File: src/rtl/core/sla_pkg.sv
// Shared types and constants for the serial line assembler.
`timescale 1ns / 1ps
`default_nettype none
package sla_pkg;

    localparam int MAX_LINE_DEF = 32;
    localparam int RESULT_CAP   = 32;
    localparam int CNT_W        = $clog2(RESULT_CAP + 1);
    localparam int Q_DEPTH      = 2;
    localparam int QAW          = $clog2(Q_DEPTH);

    localparam logic [7:0] CH_CR = 8'h0D;
    localparam logic [7:0] CH_LF = 8'h0A;

    localparam logic OP_RX   = 1'b0;
    localparam logic OP_READ = 1'b1;

    localparam logic [1:0] STATUS_NONE = 2'd0;
    localparam logic [1:0] STATUS_LINE = 2'd1;
    localparam logic [1:0] STATUS_OVF  = 2'd2;

    typedef struct packed {
        logic       opcode;
        logic [7:0] rx_byte;
        logic [7:0] read_capacity;
    } req_item_t;

    typedef struct packed {
        logic [1:0] status;
        logic [7:0] line_byte;
        logic       byte_valid;
        logic       last;
    } rsp_item_t;

    typedef enum logic [1:0] {
        CMD_DATA,
        CMD_TERM,
        CMD_READ,
        CMD_READ_ZERO
    } cmd_kind_t;

    typedef struct packed {
        cmd_kind_t  kind;
        logic [7:0] data;
        logic [7:0] cap;
    } cmd_t;

    typedef enum logic {
        BK_IDLE,
        BK_STREAM
    } back_state_t;

endpackage
`default_nettype wire

File: src/rtl/core/sla_ram.sv
// Generic single-write, single-read RAM with registered read data.
`timescale 1ns / 1ps
`default_nettype none
module sla_ram #(
    parameter int WIDTH = 8,
    parameter int DEPTH = 32,
    localparam int AW = (DEPTH > 1) ? $clog2(DEPTH) : 1
) (
    input  wire logic             clk,
    input  wire logic             we,
    input  wire logic [AW-1:0]    waddr,
    input  wire logic [WIDTH-1:0] wdata,
    input  wire logic             re,
    input  wire logic [AW-1:0]    raddr,
    output logic      [WIDTH-1:0] rdata
);

    logic [WIDTH-1:0] mem [DEPTH];
    logic [WIDTH-1:0] rdata_reg;

    always_ff @(posedge clk)
    begin
        if (we)
        begin
            mem[waddr] <= wdata;
        end
        if (re)
        begin
            rdata_reg <= mem[raddr];
        end
    end

    assign rdata = rdata_reg;

endmodule
`default_nettype wire

File: src/rtl/core/sla_front.sv
// Front end: classifies request transfers and queues them for the back end.
`timescale 1ns / 1ps
`default_nettype none
module sla_front (
    input  wire logic              clk,
    input  wire logic              rst_n,
    input  wire logic              req_valid,
    output logic                   req_ready,
    input  wire sla_pkg::req_item_t req,
    output logic                   cmd_valid,
    input  wire logic              cmd_ready,
    output sla_pkg::cmd_t          cmd
);
    import sla_pkg::*;

    cmd_t               q_reg [Q_DEPTH];
    logic [QAW-1:0]     wr_ptr_reg, wr_ptr_next;
    logic [QAW-1:0]     rd_ptr_reg, rd_ptr_next;
    logic [QAW:0]       count_reg, count_next;
    cmd_t               cls;
    logic               push, pop;

    always_comb
    begin
        cls.data = req.rx_byte;
        cls.cap  = req.read_capacity;
        if (req.opcode == OP_READ)
        begin
            cls.kind = (req.read_capacity == 8'd0) ? CMD_READ_ZERO : CMD_READ;
        end
        else
        begin
            cls.kind = (req.rx_byte == CH_CR || req.rx_byte == CH_LF) ? CMD_TERM : CMD_DATA;
        end
    end

    assign req_ready = (count_reg != (QAW+1)'(Q_DEPTH));
    assign cmd_valid = (count_reg != '0);
    assign cmd       = q_reg[rd_ptr_reg];
    assign push      = req_valid && req_ready;
    assign pop       = cmd_valid && cmd_ready;

    always_comb
    begin
        wr_ptr_next = push ? QAW'(wr_ptr_reg + 1'b1) : wr_ptr_reg;
        rd_ptr_next = pop ? QAW'(rd_ptr_reg + 1'b1) : rd_ptr_reg;
        count_next  = count_reg;
        if (push && !pop)
        begin
            count_next = count_reg + 1'b1;
        end
        else if (pop && !push)
        begin
            count_next = count_reg - 1'b1;
        end
    end

    always_ff @(posedge clk)
    begin
        if (push)
        begin
            q_reg[wr_ptr_reg] <= cls;
        end
    end

    always_ff @(posedge clk or negedge rst_n)
    begin
        if (!rst_n)
        begin
            wr_ptr_reg <= '0;
            rd_ptr_reg <= '0;
            count_reg  <= '0;
        end
        else
        begin
            wr_ptr_reg <= wr_ptr_next;
            rd_ptr_reg <= rd_ptr_next;
            count_reg  <= count_next;
        end
    end

endmodule
`default_nettype wire

File: src/rtl/core/sla_back.sv
// Back end: line state, line store, read streaming and response register.
`timescale 1ns / 1ps
`default_nettype none
module sla_back #(
    parameter int MAX_LINE = sla_pkg::MAX_LINE_DEF
) (
    input  wire logic              clk,
    input  wire logic              rst_n,
    input  wire logic              cmd_valid,
    output logic                   cmd_ready,
    input  wire sla_pkg::cmd_t     cmd,
    output logic                   rsp_valid,
    input  wire logic              rsp_ready,
    output sla_pkg::rsp_item_t     rsp
);
    import sla_pkg::*;

    localparam int AW = (MAX_LINE > 1) ? $clog2(MAX_LINE) : 1;
    localparam int LW = $clog2(MAX_LINE + 1);

    back_state_t        state_reg, state_next;
    logic [LW-1:0]      len_reg, len_next;
    logic               rdy_reg, rdy_next;
    logic               ovf_reg, ovf_next;
    logic               disc_reg, disc_next;
    logic [CNT_W-1:0]   n_reg, n_next;
    logic [CNT_W-1:0]   issue_reg, issue_next;
    logic [CNT_W-1:0]   emit_reg, emit_next;
    logic               pend_reg, pend_next;
    logic               out_valid_reg, out_valid_next;
    rsp_item_t          out_reg, out_next;

    logic               can_load, cmd_fire, is_rx, go_stream, load_char, stream_done;
    logic [7:0]         cap_m1, len8, nmin;
    logic [CNT_W-1:0]   n_calc;
    logic               ram_we, ram_re;
    logic [AW-1:0]      ram_waddr, ram_raddr;
    logic [7:0]         ram_rdata;

    sla_ram #(
        .WIDTH(8),
        .DEPTH(MAX_LINE)
    ) u_store (
        .clk  (clk),
        .we   (ram_we),
        .waddr(ram_waddr),
        .wdata(cmd.data),
        .re   (ram_re),
        .raddr(ram_raddr),
        .rdata(ram_rdata)
    );

    assign can_load  = !out_valid_reg || rsp_ready;
    assign is_rx     = (cmd.kind == CMD_DATA) || (cmd.kind == CMD_TERM);
    assign cmd_ready = (state_reg == BK_IDLE) && (is_rx || can_load);
    assign cmd_fire  = cmd_valid && cmd_ready;

    // delivered count: min(length, capacity - 1, RESULT_CAP)
    always_comb
    begin
        cap_m1 = cmd.cap - 8'd1;
        len8   = 8'(len_reg);
        nmin   = (len8 < cap_m1) ? len8 : cap_m1;
        n_calc = (nmin > 8'(RESULT_CAP)) ? CNT_W'(RESULT_CAP) : CNT_W'(nmin);
    end

    assign go_stream   = cmd_fire && (cmd.kind == CMD_READ) && !ovf_reg && rdy_reg
                         && (n_calc != '0);
    assign load_char   = (state_reg == BK_STREAM) && pend_reg && can_load;
    assign stream_done = load_char && (emit_reg + CNT_W'(1) == n_reg);

    always_comb
    begin
        state_next = state_reg;
        unique case (state_reg)
            BK_IDLE:
            begin
                if (go_stream)
                begin
                    state_next = BK_STREAM;
                end
            end
            BK_STREAM:
            begin
                if (stream_done)
                begin
                    state_next = BK_IDLE;
                end
            end
            default:
            begin
                state_next = BK_IDLE;
            end
        endcase
    end

    always_comb
    begin
        ram_we     = 1'b0;
        ram_waddr  = AW'(len_reg);
        ram_re     = 1'b0;
        ram_raddr  = AW'(issue_reg);
        len_next   = len_reg;
        rdy_next   = rdy_reg;
        ovf_next   = ovf_reg;
        disc_next  = disc_reg;
        n_next     = n_reg;
        issue_next = issue_reg;
        emit_next  = emit_reg;
        pend_next  = pend_reg;
        out_next   = out_reg;
        out_valid_next = out_valid_reg && !rsp_ready;
        unique case (state_reg)
            BK_IDLE:
            begin
                if (cmd_fire)
                begin
                    unique case (cmd.kind)
                        CMD_DATA:
                        begin
                            if (!rdy_reg && !ovf_reg && !disc_reg)
                            begin
                                if (len_reg < LW'(MAX_LINE))
                                begin
                                    ram_we   = 1'b1;
                                    len_next = len_reg + 1'b1;
                                end
                                else
                                begin
                                    len_next  = '0;
                                    disc_next = 1'b1;
                                end
                            end
                        end
                        CMD_TERM:
                        begin
                            if (!rdy_reg && !ovf_reg)
                            begin
                                if (disc_reg)
                                begin
                                    disc_next = 1'b0;
                                    ovf_next  = 1'b1;
                                end
                                else if (len_reg != '0)
                                begin
                                    rdy_next = 1'b1;
                                end
                            end
                        end
                        CMD_READ_ZERO:
                        begin
                            out_valid_next = 1'b1;
                            out_next = '{status: STATUS_NONE, line_byte: 8'd0,
                                         byte_valid: 1'b0, last: 1'b1};
                        end
                        CMD_READ:
                        begin
                            priority if (ovf_reg)
                            begin
                                ovf_next       = 1'b0;
                                out_valid_next = 1'b1;
                                out_next = '{status: STATUS_OVF, line_byte: 8'd0,
                                             byte_valid: 1'b0, last: 1'b1};
                            end
                            else if (!rdy_reg)
                            begin
                                out_valid_next = 1'b1;
                                out_next = '{status: STATUS_NONE, line_byte: 8'd0,
                                             byte_valid: 1'b0, last: 1'b1};
                            end
                            else
                            begin
                                len_next = '0;
                                rdy_next = 1'b0;
                                if (n_calc == '0)
                                begin
                                    out_valid_next = 1'b1;
                                    out_next = '{status: STATUS_LINE, line_byte: 8'd0,
                                                 byte_valid: 1'b0, last: 1'b1};
                                end
                                else
                                begin
                                    n_next     = n_calc;
                                    issue_next = '0;
                                    emit_next  = '0;
                                    pend_next  = 1'b0;
                                end
                            end
                        end
                        default:
                        begin
                        end
                    endcase
                end
            end
            BK_STREAM:
            begin
                // prefetch next character while the current one moves to the output
                ram_re = (issue_reg < n_reg) && (!pend_reg || can_load);
                if (ram_re)
                begin
                    issue_next = issue_reg + 1'b1;
                end
                pend_next = ram_re || (pend_reg && !load_char);
                if (load_char)
                begin
                    emit_next      = emit_reg + 1'b1;
                    out_valid_next = 1'b1;
                    out_next = '{status: STATUS_LINE, line_byte: ram_rdata,
                                 byte_valid: 1'b1, last: stream_done};
                end
            end
            default:
            begin
            end
        endcase
    end

    always_ff @(posedge clk)
    begin
        out_reg <= out_next;
    end

    always_ff @(posedge clk or negedge rst_n)
    begin
        if (!rst_n)
        begin
            state_reg     <= BK_IDLE;
            len_reg       <= '0;
            rdy_reg       <= 1'b0;
            ovf_reg       <= 1'b0;
            disc_reg      <= 1'b0;
            n_reg         <= '0;
            issue_reg     <= '0;
            emit_reg      <= '0;
            pend_reg      <= 1'b0;
            out_valid_reg <= 1'b0;
        end
        else
        begin
            state_reg     <= state_next;
            len_reg       <= len_next;
            rdy_reg       <= rdy_next;
            ovf_reg       <= ovf_next;
            disc_reg      <= disc_next;
            n_reg         <= n_next;
            issue_reg     <= issue_next;
            emit_reg      <= emit_next;
            pend_reg      <= pend_next;
            out_valid_reg <= out_valid_next;
        end
    end

    assign rsp_valid = out_valid_reg;
    assign rsp       = out_reg;

endmodule
`default_nettype wire

File: src/rtl/core/serial_line_assembler.sv
// Top level of the serial line assembler.
// Request channel (req_valid/req_ready/req): opcode 0 transfers one received
// byte, opcode 1 asks for the pending line with the caller's capacity.
// Response channel (rsp_valid/rsp_ready/rsp): one transfer per delivered
// character, or a single status transfer; the final one carries last.
// A two-entry command queue sits between the front end and the back end.
// Received bytes retire one per cycle while no line streams. A status-only answer
// passes the queue and response register; a line's first character also passes
// the stream start and line store read, then characters follow one per cycle while
// rsp_ready holds, paced by the registered read port of the line store.
// When the receiver stalls, the response register holds its transfer, reads
// and a streaming line wait, the queue fills and req_ready drops.
// Reset empties the queue and the line and clears the ready, overflow and
// discard flags; the line store contents are not cleared.
`timescale 1ns / 1ps
`default_nettype none
module serial_line_assembler #(
    parameter int MAX_LINE = sla_pkg::MAX_LINE_DEF
) (
    input  wire logic               clk,
    input  wire logic               rst_n,
    input  wire logic               req_valid,
    output logic                    req_ready,
    input  wire sla_pkg::req_item_t req,
    output logic                    rsp_valid,
    input  wire logic               rsp_ready,
    output sla_pkg::rsp_item_t      rsp
);
    import sla_pkg::*;

    logic cmd_valid;
    logic cmd_ready;
    cmd_t cmd;

    sla_front u_front (
        .clk      (clk),
        .rst_n    (rst_n),
        .req_valid(req_valid),
        .req_ready(req_ready),
        .req      (req),
        .cmd_valid(cmd_valid),
        .cmd_ready(cmd_ready),
        .cmd      (cmd)
    );

    sla_back #(
        .MAX_LINE(MAX_LINE)
    ) u_back (
        .clk      (clk),
        .rst_n    (rst_n),
        .cmd_valid(cmd_valid),
        .cmd_ready(cmd_ready),
        .cmd      (cmd),
        .rsp_valid(rsp_valid),
        .rsp_ready(rsp_ready),
        .rsp      (rsp)
    );

endmodule
`default_nettype wire
File: config.mk
export PLATFORM = sky130hd
export DESIGN_NAME = serial_line_assembler
export DESIGN_NICKNAME = d
export VERILOG_FILES = /design/src/rtl/core/sla_pkg.sv /design/src/rtl/core/sla_ram.sv /design/src/rtl/core/sla_front.sv /design/src/rtl/core/sla_back.sv /design/src/rtl/core/serial_line_assembler.sv
export SDC_FILE = /design/constraint.sdc
export NUM_CORES = 1
export LEC_CHECK = 0
export BUFFER_PORTS_ARGS = -buffer_cell sky130_fd_sc_hd__clkbuf_2
export CAP_MARGIN = 5
export CORE_MARGIN = 2
export CORE_UTILIZATION = 60
export DETAILED_ROUTE_END_ITERATION = 12
export PLACE_DENSITY = 0.89
export SLEW_MARGIN = 0
export SYNTH_ARGS = -nofsm -noshare
export SYNTH_HDL_FRONTEND = slang
export SYNTH_SLANG_ARGS = --single-unit
File: constraint.sdc
create_clock -name clk -period 12.95 [get_ports clk]
set_input_delay 0.6475 -clock clk [delete_from_list [all_inputs] [get_ports clk]]
set_output_delay 0.6475 -clock clk [all_outputs]
set_load 0.03 [all_outputs]
# ---- Word level (Yosys, flattened, before mapping)
# Memory sizes are Yosys's and may differ from the RTL's. A register that Yosys moved wholly into a read port is not among the register bits.
# Index checks and enable logic that the tools add are counted.
# W data, S select, Z words.
dict set report op_classes {
  n_addsub 8
  n_lt_le_gt_ge 4
  n_eq_ne 24
  muxes 66
  n_bitwise 3
  n_reduce_logical 51
}
# op count
set ops {}
lappend ops {{$mux W6} 12}
lappend ops {{$mux W12} 5}
lappend ops {{$pmux W12 S2} 2}
lappend ops {{$pmux W6 S2} 3}
lappend ops {{$mux W1} 33}
lappend ops {{$reduce_and A6 Y1} 5}
lappend ops {{$ne A2 B2 Y1 const B} 12}
lappend ops {{$add A6 B1 Y6 const B} 3}
lappend ops {{$logic_and A1 B1 Y1} 17}
lappend ops {{$eq A8 B4 Y1 const B} 2}
lappend ops {{$pmux W1 S2} 7}
lappend ops {{$reduce_bool A6 Y1} 2}
lappend ops {{$reduce_and A5 Y1} 2}
lappend ops {{$reduce_bool A2 Y1} 5}
lappend ops {{$logic_not A1 Y1} 9}
lappend ops {{$gt A8 B6 Y1 const B} 1}
lappend ops {{$logic_not A8 Y1} 1}
lappend ops {{$lt A6 B8 Y1} 1}
lappend ops {{$mux W8} 1}
lappend ops {{$ne A2 B1 Y1 const B} 4}
lappend ops {{$sub A8 B1 Y8 const B} 1}
lappend ops {{$reduce_and A7 Y1} 1}
lappend ops {{$eq A6 B6 Y1} 1}
lappend ops {{$logic_not A6 Y1} 1}
lappend ops {{14 further kinds} 25}
dict set report totals {
  reg_bits 46
  ram_bits 292
  in_bits 21
  out_inout_bits 14
  elab_cells 175
  mem_count 2
}
# name words word_bits rd rd_clocked_by_memory_dff write_ports line_no
set mem_list {}
lappend mem_list {u_back.u_store.mem 32 8 1 1 1 sla_ram.sv:18} ;# logic [WIDTH-1:0] mem [DEPTH];
lappend mem_list {u_front.q_reg 2 18 1 0 1 sla_front.sv:16} ;# cmd_t q_reg [Q_DEPTH];

# ---- Longest topological paths before layout
# An unclocked memory read counts as a cell.
dict set report depth {
  depth_word 13
  ltp_mapped 18
  ltp_nobuf 14
}

# ---- By module
# From an unflattened synthesis, not the netlist that was laid out.
dict set report hier_totals {
  hier_cells 778
  area_unflattened_um2 14417.6
}
# mod instances cells_per_inst area_each_um2 seq_area_each_um2
set by_module_without_submodules {}
lappend by_module_without_submodules {sla_ram 1 417 10133.5 7927.6}
lappend by_module_without_submodules {sla_back 1 278 2683.8 1111.1}
lappend by_module_without_submodules {sla_front 1 83 1600.3 1181.1}

# ---- Worst setup path after synthesis
# No wires, ideal clock.
dict set report synth_timing {
  kind {register to register}
  start {register u_front.rd_ptr_reg}
  end {register u_back.out_reg (netlist bit u_back.rsp[0]), enable pin}
  setup_time_ns 0.387
  t_arrival_ns 4.021
  required_ns 12.563
  slack_ns 8.542
  path_stages_with_launch 17
  cell_sequence {dfrtp_1 buf_6 clkbuf_1 clkbuf_1 mux2i_1 ha_1 nor3b_1 mux2_2 and2_1 ha_1 o2111ai_1 a21oi_1 o22ai_1 a31o_1 mux2_4 o21ai_0 a22oi_1}
}
dict set report synth_via {
  elab_chain_cells 9
  word_cells_on_any_way 19
  cone_classes {1 x add/sub; 2 x order compare; 6 x eq/ne; 2 x mux; 7 x reduce/logical; 1 x memory}
}
# item line_no
set synth_lines {}
lappend synth_lines {{start: declaration} sla_front.sv:18} ;# logic [QAW-1:0] rd_ptr_reg, rd_ptr_next;
lappend synth_lines {{start signal: assignment} sla_front.sv:77} ;# rd_ptr_reg <= rd_ptr_next;
lappend synth_lines {{$mem_v2 Z2 W18 *} n/a}
lappend synth_lines {{$sub A8 B1 Y8} sla_back.sv:61} ;# cap_m1 = cmd.cap - 8'd1;
lappend synth_lines {{$lt A6 B8 Y1} sla_back.sv:63} ;# nmin = (len8 < cap_m1) ? len8 : cap_m1;
lappend synth_lines {{$mux W8} sla_back.sv:63}
lappend synth_lines {{$gt A8 B6 Y1} sla_back.sv:64} ;# n_calc = (nmin > 8'(RESULT_CAP)) ? CNT_W'(RESULT_CAP) : CNT_W'(nmin);
lappend synth_lines {{$mux W6} sla_back.sv:64}
lappend synth_lines {{$logic_not A6 Y1} sla_back.sv:175} ;# if (n_calc == '0)
lappend synth_lines {{$ne A5 B5 Y1 (no line)} n/a}
lappend synth_lines {{$reduce_and A4 Y1 (no line) *} n/a}
lappend synth_lines {{end signal: assignment} sla_back.sv:221} ;# out_reg <= out_next;
lappend synth_lines {{end: declaration} sla_back.sv:31} ;# rsp_item_t out_reg, out_next;
# Every way passes the cells marked *; elsewhere a longest branch is shown, timed or not.
# A chain may end at the register's enable or synchronous reset.

# ---- Final worst setup path
dict set report layout_timing {
  start {register u_front.rd_ptr_reg}
  end {register u_back.emit_reg[0]}
}
dict set report layout_via {
  elab_chain_cells 9
  word_cells_on_any_way 18
  cone_classes {1 x add/sub; 2 x order compare; 5 x eq/ne; 2 x mux; 7 x reduce/logical; 1 x memory}
}
# item line_no
set layout_lines {}
lappend layout_lines {{$mem_v2 Z2 W18 *} n/a}
lappend layout_lines {{$sub A8 B1 Y8} sla_back.sv:61}
lappend layout_lines {{$lt A6 B8 Y1} sla_back.sv:63}
lappend layout_lines {{$mux W8} sla_back.sv:63}
lappend layout_lines {{$gt A8 B6 Y1} sla_back.sv:64}
lappend layout_lines {{$mux W6} sla_back.sv:64}
lappend layout_lines {{$logic_not A6 Y1} sla_back.sv:175}
lappend layout_lines {{$ne A2 B2 Y1 (no line)} n/a}
lappend layout_lines {{$reduce_and A6 Y1 (no line) *} n/a}
lappend layout_lines {{end signal: assignment} sla_back.sv:248} ;# emit_reg <= emit_next;
lappend layout_lines {{end: declaration} sla_back.sv:28} ;# logic [CNT_W-1:0] emit_reg, emit_next;
# Marks and branches as above.

==> impl_metrics.json <==
{
  "synth-seq-area-share_pct": 71.52,
  "worst_slack_ps": 7857,
  "grtUsageTotal_pct": 26.28,
  "htreeDepth": 2,
  "yosys.area_share.simple_pct": 6.769,
  "ys_async_sr_fraction_pct": 9.827,
  "placed_cell_area_mm2": 0.01477,
  "antenna_found_initial": 1,
  "synth_seq_cells": 346,
  "finClkSkew_ps": 13.58,
  "wl_um": 31030,
  "powerDensity_mw_per_mm2": 229.5,
  "post_cts_buffers": 0,
  "arrival_ps": 5500,
  "synthAdderAreaFrac_pct": 1.576,
  "ctsResizeCount": 0,
  "cp_top_family": "compound AO/OA/AOI/OAI gates",
  "ctsHoldBuffers": 0,
  "path_cells": "buf_4 -> mux2i_1 -> ha_1 -> nor3b_1 -> mux2_2 -> and2_1 -> ha_1 -> a211o_1 -> o22ai_1 -> a31o_1 -> mux2_4 -> o21ai_1 -> o21ai_1 -> mux2_2",
  "io_pins": 35,
  "die_area_mm2": 0.02507,
  "synth_compound_area_share_pct": 3.651,
  "worst_slew_pin_slew_ps": 984.0,
  "synth_edf_count": 312,
  "rsz0062_at_grt": "false",
  "period_share_pct": 39.33,
  "crit_slowest_cell": "o21ai_1",
  "syn_nets": 847,
  "numCtsBuffers": 34,
  "area_growth_syn_to_layout_pct": 10.97,
  "whs_ps": 247.5,
  "ys_warn_count": 0,
  "slew_viol_final": 0,
  "muxShareOfSynthArea_pct": 14.07,
  "die_w_um": 158.3,
  "synth_top_cell_area_share_pct": 65.57,
  "drc": 0,
  "criticalPathCategory": "reg2reg",
  "synth_top_family_by_area": "multiplexers",
  "clock_path_buffers": 3,
  "core_mm2": 0.02340,
  "cap_viol_max_count": 0,
  "grt_max_degree": 68,
  "synthTopCellsByArea": "edfxtp_1, mux4_2, dfrtp_1",
  "nNetsFinal": 890,
  "cts_tree": "yes",
  "pre_cts_ws_ps": 7964,
  "drt_iter0_drc": 915,
  "cts_root_buf": "clkbuf_16",
  "place.gp.congestion": 0.8790,
  "syn_area_per_cell_um2": 17.68,
  "yosys.area.top_type": "edfxtp_1",
  "worstHoldPathType": "in2async",
  "synth-xor-area-share_pct": 0.9194,
  "synthCells": 808,
  "finalPower_mw": 3.639,
  "start_util_pct": 61.06,
  "critPathLaunchType": "flop",
  "first_global_vias": 7742,
  "cp_max_fo": 33,
  "die_h_um": 158.3,
  "crit_buf_inv": 1,
  "num_rows": 56,
  "relSlewSlack_pct": 34.40,
  "via_count": 7864,
  "hold_viol_final": 0,
  "worst_ir_drop_vdd_mv": 0.1394,
  "wire_per_inst_um": 26.06,
  "drtAntennaViolNets": 0,
  "period_needed_ps": 5093,
  "max_stage_delay_ps": 740,
  "finalSetupViolCount": 0,
  "timing.fmax_mhz": 196.3,
  "place_hpwl_um": 18520,
  "fin_setup_tns_ps": 0,
  "grt_pass1_wl_um": 48070,
  "dr.pass1.iters": 5,
  "path_clk_slew_ps": 70,
  "ys_types": 60,
  "cp.required_ps": 13350,
  "layout-drive-gt1-share_pct": 22.02,
  "insertion_delay_ps": 510,
  "via_per_inst": 6.603,
  "end_kind": "flop",
  "outcome": "finished, final reports clean",
  "leakagePower_nw": 5.368,
  "netlist_area_mm2": 0.01429,
  "synth_ff_type": "edfxtp_1",
  "postLayoutCellArea_mm2": 0.01586,
  "largest_reg_flops": 256,
  "numPortBuffers": 34,
  "antenna_cells": 0,
  "cts_sinks": 346,
  "grt_remaining_overflow": 0
}
## per-stage QoR
stage / instances / util, %
global route: 1191 / 67.76
global placement: 1134 / 63.11
detailed placement: 1134 / 63.11
floorplan: 808 / -
finish: 1191 / 67.76
CTS: 1191 / 67.76
## worst paths after layout
path                            slack, ps                   end  cells after the start               start
worst max-delay path                 7860    u_back.emit_reg[0]                     14  u_front.rd_ptr_reg
worst min-delay path                  250       u_back.n_reg[5]                      1               rst_n
worst max register to register       7860    u_back.emit_reg[0]                     14  u_front.rd_ptr_reg
worst min register to register        490    u_front.wr_ptr_reg                      1  u_front.wr_ptr_reg
max in group asynchronous           12050   u_back.issue_reg[0]                      1               rst_n
min in group clk                      340  u_front.q_reg[1][14]                      1             req[14]
## worst register-to-register path: stages, from the launching register on
cell     delay [ps]
dfrtp_1         320
buf_4           340
mux2i_1         390
ha_1            330
nor3b_1         240
mux2_2          370
and2_1          160
ha_1            310
a211o_1         260
o22ai_1         120
a31o_1          420
mux2_4          360
o21ai_1         740
o21ai_1         280
mux2_2          340
## final cells by class
cell class | instances | area, µm²
sequential | 346 | 10220
multi-input combinational | 410 | 3856
timing repair buffer | 41 | 222.7
tap | 319 | 399.1
inverter | 18 | 67.56
fill | 1421 | 7546
clock inverter | 14 | 137.6
clock buffer | 43 | 948.4
## where the power goes
group          switching (mW)  total (mW)  internal [mW]  leakage, nW
sequential              0.106        1.56           1.45         3.23
combinational           0.656        1.11          0.450         1.61
clock                   0.399       0.975          0.576        0.534
total                    1.16        3.64           2.48         5.37
## cells in the final DEF (no fill, tap or decap), types with 10 or more instances in the layout
cell type  synthesis  final
edfxtp_1         312    312
mux4_2            80     80
nand2_1           62     62
nor2_1            57     57
clkbuf_16          0     37
clkbuf_2           0     34
dfrtp_1           34     32
a21oi_1           20     20
ha_1              18     18
inv_1             16     16
mux2_2            11     11
o21ai_0           11     11
xnor2_1           10     10
## synth_stat cells (all sizes together) (4+ instances only)
library cell,count
a21oi,20
a31oi,5
and2,9
and3,7
buf,8
clkbuf,26
dfrtp,34
edfxtp,312
ha,18
inv,17
mux2,12
mux2i,7
mux4,80
nand2,62
nand2b,8
nand3,9
nand3b,7
nor2,57
nor3,9
nor3b,5
nor4,9
o21ai,20
or3,4
xnor2,10
xor2,5
## cells by family (layout without fill, tap and decap cells)
logic type      Yosys count  in the layout
simple gates            198            198
buf+inv                  52            116
mux                      99             99
compound gates           80             80
flops                   346            346
xor+xnor                 15             15
fa+ha+maj                18             18
## per-layer routing
metal,GRT usage [%],wire [µm],up-vias
li1,-,-,3287
met1,37.64,12120,4009
met2,42.34,15450,499
met3,5.035,2629,67
met4,7.336,821,2
met5,0,13,-
Note: power is estimated with default switching activity, not from simulation.
